## src/sv/bba_pkg.sv

```systemverilog
// Shared types and constants for the buddy block allocator.
package bba_pkg;

	localparam int POOL_LIMIT_LOG2 = 24;

	localparam logic [4:0] BSZ_RESET = 5'd4;
	localparam logic [3:0] CNT_RESET = 4'd10;

	localparam logic [1:0] MARK_UNUSED = 2'd0;
	localparam logic [1:0] MARK_ALLOC  = 2'd1;
	localparam logic [1:0] MARK_LISTED = 2'd2;

	localparam logic [1:0] ST_OK       = 2'd0;
	localparam logic [1:0] ST_NO_SPACE = 2'd1;
	localparam logic [1:0] ST_BAD_ADDR = 2'd2;
	localparam logic [1:0] ST_BAD_CFG  = 2'd3;

	localparam logic [4:0] OP_NOP   = 5'd0;
	localparam logic [4:0] OP_CLEAR = 5'd1;
	localparam logic [4:0] OP_ROOT  = 5'd2;
	localparam logic [4:0] OP_LOAD  = 5'd3;
	localparam logic [4:0] OP_START = 5'd4;
	localparam logic [4:0] OP_SCAN  = 5'd5;
	localparam logic [4:0] OP_URD   = 5'd6;
	localparam logic [4:0] OP_UWR   = 5'd7;
	localparam logic [4:0] OP_SPLIT = 5'd8;
	localparam logic [4:0] OP_PUSH1 = 5'd9;
	localparam logic [4:0] OP_PUSH2 = 5'd10;
	localparam logic [4:0] OP_AFIN  = 5'd11;
	localparam logic [4:0] OP_FRD   = 5'd12;
	localparam logic [4:0] OP_FCHK  = 5'd13;
	localparam logic [4:0] OP_MRD   = 5'd14;
	localparam logic [4:0] OP_MCHK  = 5'd15;
	localparam logic [4:0] OP_MUP   = 5'd16;
	localparam logic [4:0] OP_ERR   = 5'd17;
	localparam logic [4:0] OP_EMIT  = 5'd18;

	typedef struct packed {
		logic [4:0] op;
		logic [1:0] err;
	} cmd_t;

	typedef struct packed {
		logic bad_cfg;
		logic is_free;
		logic start_ok;
		logic lv_over;
		logic head_ok;
		logic lv_gt_want;
		logic mark_alloc;
		logic mark_listed;
		logic lv_zero;
		logic node_zero;
		logic clr_last;
	} sts_t;

endpackage

```

## src/sv/bba_ctrl.sv

```systemverilog
// Sequencer of the buddy allocator: handshakes and per-request command stream.
module bba_ctrl (
	input  logic          clk,
	input  logic          arst_n,
	input  logic          in_valid,
	output logic          in_stall,
	output logic          out_valid,
	input  logic          out_stall,
	input  logic          cfg_wr,
	input  bba_pkg::sts_t sts,
	output bba_pkg::cmd_t cmd
);
	import bba_pkg::*;

	localparam logic [4:0] S_CLEAR = 5'd0;
	localparam logic [4:0] S_ROOT  = 5'd1;
	localparam logic [4:0] S_IDLE  = 5'd2;
	localparam logic [4:0] S_START = 5'd3;
	localparam logic [4:0] S_SCAN  = 5'd4;
	localparam logic [4:0] S_URD   = 5'd5;
	localparam logic [4:0] S_UWR   = 5'd6;
	localparam logic [4:0] S_SPLIT = 5'd7;
	localparam logic [4:0] S_PUSH1 = 5'd8;
	localparam logic [4:0] S_PUSH2 = 5'd9;
	localparam logic [4:0] S_AFIN  = 5'd10;
	localparam logic [4:0] S_FRD   = 5'd11;
	localparam logic [4:0] S_FCHK  = 5'd12;
	localparam logic [4:0] S_MRD   = 5'd13;
	localparam logic [4:0] S_MCHK  = 5'd14;
	localparam logic [4:0] S_MUP   = 5'd15;
	localparam logic [4:0] S_ERR   = 5'd16;
	localparam logic [4:0] S_DONE  = 5'd17;

	logic [4:0] state_q, state_d;
	logic [1:0] err_q, err_d;
	logic       out_valid_q;

	assign in_stall  = state_q != S_IDLE;
	assign out_valid = out_valid_q;

	always_comb begin
		state_d = state_q;
		err_d   = err_q;
		cmd.op  = OP_NOP;
		cmd.err = err_q;
		case (state_q)
			S_CLEAR: begin
				cmd.op = OP_CLEAR;
				if (sts.clr_last) state_d = S_ROOT;
			end
			S_ROOT: begin
				cmd.op  = OP_ROOT;
				state_d = S_IDLE;
			end
			S_IDLE: begin
				if (in_valid) begin
					cmd.op  = OP_LOAD;
					state_d = S_START;
				end
			end
			S_START: begin
				cmd.op = OP_START;
				if (sts.bad_cfg) begin
					err_d   = ST_BAD_CFG;
					state_d = S_ERR;
				end else if (!sts.start_ok) begin
					err_d   = sts.is_free ? ST_BAD_ADDR : ST_NO_SPACE;
					state_d = S_ERR;
				end else begin
					state_d = sts.is_free ? S_FRD : S_SCAN;
				end
			end
			S_SCAN: begin
				if (sts.lv_over) begin
					err_d   = ST_NO_SPACE;
					state_d = S_ERR;
				end else begin
					cmd.op = OP_SCAN;
					if (sts.head_ok) state_d = S_URD;
				end
			end
			S_URD: begin
				cmd.op  = OP_URD;
				state_d = S_UWR;
			end
			S_UWR: begin
				cmd.op  = OP_UWR;
				state_d = sts.is_free ? S_MUP : S_SPLIT;
			end
			S_SPLIT: begin
				if (sts.lv_gt_want) begin
					cmd.op  = OP_SPLIT;
					state_d = S_PUSH1;
				end else begin
					state_d = S_AFIN;
				end
			end
			S_PUSH1: begin
				cmd.op  = OP_PUSH1;
				state_d = S_PUSH2;
			end
			S_PUSH2: begin
				cmd.op  = OP_PUSH2;
				state_d = sts.is_free ? S_DONE : S_SPLIT;
			end
			S_AFIN: begin
				cmd.op  = OP_AFIN;
				state_d = S_DONE;
			end
			S_FRD: begin
				cmd.op  = OP_FRD;
				state_d = S_FCHK;
			end
			S_FCHK: begin
				cmd.op = OP_FCHK;
				if (sts.mark_alloc) begin
					state_d = S_MRD;
				end else if (sts.lv_zero) begin
					err_d   = ST_BAD_ADDR;
					state_d = S_ERR;
				end else begin
					state_d = S_FRD;
				end
			end
			S_MRD: begin
				cmd.op  = OP_MRD;
				state_d = sts.node_zero ? S_PUSH1 : S_MCHK;
			end
			S_MCHK: begin
				cmd.op  = OP_MCHK;
				state_d = sts.mark_listed ? S_URD : S_PUSH1;
			end
			S_MUP: begin
				cmd.op  = OP_MUP;
				state_d = S_MRD;
			end
			S_ERR: begin
				cmd.op  = OP_ERR;
				state_d = S_DONE;
			end
			S_DONE: begin
				if (!out_valid_q || !out_stall) begin
					cmd.op  = OP_EMIT;
					state_d = S_IDLE;
				end
			end
			default: state_d = S_CLEAR;
		endcase
		if (cfg_wr) state_d = S_CLEAR;
	end

	always_ff @(posedge clk or negedge arst_n) begin
		if (!arst_n) begin
			state_q     <= S_CLEAR;
			err_q       <= ST_OK;
			out_valid_q <= 1'b0;
		end else begin
			state_q <= state_d;
			err_q   <= err_d;
			if (cmd.op == OP_EMIT) out_valid_q <= 1'b1;
			else if (!out_stall) out_valid_q <= 1'b0;
		end
	end

	a_emit_sets_valid: assert property (@(posedge clk) disable iff (!arst_n)
		(state_q == S_DONE && !out_valid_q) |=> out_valid_q)
		else $error("finished word not presented");

	a_start_from_idle: assert property (@(posedge clk) disable iff (!arst_n)
		(state_q == S_START) |-> ($past(state_q) == S_IDLE))
		else $error("request started without acceptance");

	a_clear_holds: assert property (@(posedge clk) disable iff (!arst_n)
		(state_q == S_CLEAR && !sts.clr_last) |=> (state_q == S_CLEAR))
		else $error("clearing pass left early");

endmodule

```

## config.mk

```make
export PLATFORM = sky130hd
export DESIGN_NAME = bba_ctrl
export DESIGN_NICKNAME = d
export VERILOG_FILES = /design/src/sv/bba_pkg.sv /design/src/sv/bba_ctrl.sv
export SDC_FILE = /design/constraint.sdc
export NUM_CORES = 1
export LEC_CHECK = 0
export ABC_AREA = 1
export BUFFER_PORTS_ARGS = -buffer_cell sky130_fd_sc_hd__buf_4
export CORE_MARGIN = 2
export CORE_UTILIZATION = 55
export CTS_CLUSTER_SIZE = 30
export DETAILED_ROUTE_END_ITERATION = 16
export PLACE_DENSITY = 0.83
export SYNTH_ARGS = -nofsm -noshare
export SYNTH_HDL_FRONTEND = slang
export SYNTH_SLANG_ARGS = --single-unit
```

## constraint.sdc

```tcl
create_clock -name clk -period 3.15 [get_ports clk]
set_input_delay 0 -clock clk [delete_from_list [all_inputs] [get_ports clk]]
set_output_delay 0 -clock clk [all_outputs]
set_load 0.005 [all_outputs]
```

==> impl_metrics.sql <==
INSERT INTO impl_metrics (metric_group, metric, value, unit) VALUES
('global_routing', 'global_route.usage.total', '32.9', '%'),
('worst_setup_path', 'critPathCaptureType', 'primary output', ''),
('cts', 'clock_sinks', '8', ''),
('timing', 'finalMaxSlewViolations', '0', ''),
('cells_and_area', 'finish.cell_count_without_fillers', '206', ''),
('timing', 'max_clock_freq', '574', 'MHz'),
('routing', 'vias', '1213', ''),
('power_and_ir_drop', 'max-vdd-ir-drop', '0.527', 'mV'),
('synthesis', 'synth.cell_area', '912', 'um2'),
('placement', 'hpwl', '2230', 'um'),
('synthesis', 'postSynthNetCount', '177', ''),
('status', 'run_status', 'complete, no violations', ''),
('worst_hold_path', 'worstHoldStart', 'out_stall', ''),
('synthesis', 'synth_async_sr_flop_share', '100', '%'),
('worst_setup_path', 'critical_path_arrival', '1.74', 'ns'),
('cells_and_area', 'nets', '208', ''),
('floorplan', 'coreArea', '1520', 'um2'),
('cells_and_area', 'areaGrowthSynthToFinish', '26.6', '%'),
('worst_setup_path', 'worst_setup_path_start_kind', 'flop', ''),
('routing', 'post_drt_via_cell_ratio', '5.89', ''),
('timing', 'report.final.setup_viol', '0', ''),
('synthesis', 'synth_area_leaders', 'sky130_fd_sc_hd__dfrtp_1 (22%), sky130_fd_sc_hd__nand2_1 (17%), sky130_fd_sc_hd__nor2_1 (12%)', ''),
('worst_hold_path', 'hp-class', 'primary input to flop', ''),
('routing', 'postRouteWirelength', '2890', 'um'),
('synthesis', 'netlist-cell-type-count', '23', ''),
('power_and_ir_drop', 'power.leakage', '0.689', 'nW'),
('global_routing', 'grt_overflow', '0', ''),
('synthesis', 'ys_seq_area_share', '21.9', '%'),
('cells_and_area', 'fraction_of_layout_cells_with_a_size_suffix_above_1', '22.1', '%'),
('timing', 'finalWorstPathRequiredPeriod', '1.74', 'ns'),
('cts', 'cts_hold_repair.buffers', '2', ''),
('cts', 'max-clock-path-buffers', '2', ''),
('cts', 'clkTransAtPathRegs', '0.06', 'ns'),
('floorplan', 'starting_utilization_of_the_core_area', '59.9', '%'),
('timing', 'whs', '0.00689', 'ns'),
('global_routing', 'antenna_violations_before_repair', '0', ''),
('synthesis', 'synth.top_cell.area_share', '21.9', '%'),
('worst_setup_path', 'timing.rr.start', 'state_q[4]', ''),
('global_routing', 'grt_max_degree', '10', ''),
('cts', 'clock_latency', '0.26', 'ns'),
('timing', 'post-route-period-util', '55.3', '%'),
('synthesis', 'cell_taking_the_most_area_after_synthesis', 'sky130_fd_sc_hd__dfrtp_1', ''),
('cts', 'ctsHtreeMaxLevel', '1', ''),
('cells_and_area', 'finalInstanceArea', '1150', 'um2'),
('synthesis', 'synth_most_common_cell', 'sky130_fd_sc_hd__nand2_1', ''),
('synthesis', 'ys.warnings.count', '0', ''),
('routing', 'dr.pass1.iters', '4', ''),
('placement', 'numPortBuffers', '24', ''),
('placement', 'dpl-instance-area', '1110', 'um2'),
('timing', 'clock_skew_after_layout', '0.00943', 'ns'),
('routing', 'route.detailed.drc', '0', ''),
('worst_setup_path', 'cpMaxStageDelayCell', 'sky130_fd_sc_hd__dfrtp_1', ''),
('worst_setup_path', 'timing.critical_path.cells', 'inv_1 > nor2_1 > inv_1 > nor2_1 > nor3_1 > nand3_1 > buf_4', ''),
('routing', 'detail_route.wl_per_cell', '14.0', 'um'),
('floorplan', 'die_y', '44.7', 'um'),
('synthesis', 'synthFlopType', 'sky130_fd_sc_hd__dfrtp_1', ''),
('floorplan', 'area_enclosed_by_the_die_boundary', '2000', 'um2'),
('worst_setup_path', 'critical_path_peak_fanout', '5', ''),
('global_routing', 'global_route_wire_length_before_repair', '4740', 'um'),
('cells_and_area', 'fill_count', '120', ''),
('cts', 'cts_setup_buffers', '0', ''),
('routing', 'initialDrtViolationCount', '92', ''),
('synthesis', 'ys_ff_latch', '8', ''),
('floorplan', 'die-width', '44.7', 'um'),
('timing', 'timing.max_slew.rel_slack', '72.5', '%'),
('placement', 'pre_cts_setup_slack', '1.64', 'ns'),
('timing', 'hold_violations', '0', ''),
('synthesis', 'synth_enable_flop_cells', '0', ''),
('cells_and_area', 'layout.core_utilization', '75.8', '%'),
('power_and_ir_drop', 'power-per-cell-area', '544', 'nW/um2'),
('worst_setup_path', 'critPathLaunch', 'state_q[3]', '');
## power breakdown
| group | leakage [nW] | switching [mW] | internal, mW |
|---|---|---|---|
| clock network | 0.0138 | 0.0364 | 0.0437 |
| logic | 0.570 | 0.221 | 0.153 |
| registers | 0.105 | 0.0422 | 0.132 |
| total | 0.689 | 0.300 | 0.329 |
## cells by family after synthesis
kind of cell	Yosys count	share of synthesized area, %
AND/OR/NAND/NOR	109	55.3
AO/OA/AOI/OAI	19	12.5
buffers and inverters	25	10.3
flip-flops	8	21.9
## layout make-up
cell class	count	area (um2)	area share (%)
well taps	16	20.0	1.73
repair buffers	26	200	17.3
clock buffers	3	22.5	1.95
inverters	25	93.8	8.13
multi-input cells	128	618	53.5
flip-flops and latches	8	200	17.3
## path summary, 6_finish.rpt
path,endpoint,slack (ns),depth (start not counted)
worst max-delay path,cmd[5],1.41,7
worst min-delay path,out_valid,0.007,3
worst max register to register,state_q[1],1.56,8
worst min register to register,err_q[1],0.51,2
max in group asynchronous,state_q[1],2.91,2
min in group asynchronous,err_q[0],0.10,2
## flip-flops by register name (all words and copies together) (netlist names)
name,count
state_q,5
err_q,2
out_valid,1
## critical path, delay by kind of cell, from the launching register on
kind                   cells  cell delay, ns
AND/OR/NAND/NOR            4            0.79
buffers and inverters      3            0.31
flip-flops                 1            0.39
## placed cells by master, fill, tap and decap left out, types with 3 or more instances in the layout
master                     netlist  final
sky130_fd_sc_hd__o21ai_1         3      3
sky130_fd_sc_hd__dfrtp_1         8      8
sky130_fd_sc_hd__buf_4           0     24
sky130_fd_sc_hd__inv_1          23     23
sky130_fd_sc_hd__nor3_1          4      4
sky130_fd_sc_hd__nand3_1        18     18
sky130_fd_sc_hd__o21ai_0         6      6
sky130_fd_sc_hd__clkbuf_4        0      3
sky130_fd_sc_hd__nand3_2         3      3
sky130_fd_sc_hd__nor2_1         30     30
sky130_fd_sc_hd__a21oi_1         4      4
sky130_fd_sc_hd__nand2_2         3      3
sky130_fd_sc_hd__nand2_1        42     42
## metal layers
| layer | track usage [%] | routed length [um] |
|---|---|---|
| met1 | 42.3 | 1100 |
| met2 | 51.6 | 1350 |
| met3 | 6.80 | 364 |
| met4 | 18.2 | 77 |
| met5 | 0 | 0 |
(Power assumes the default switching activity.)
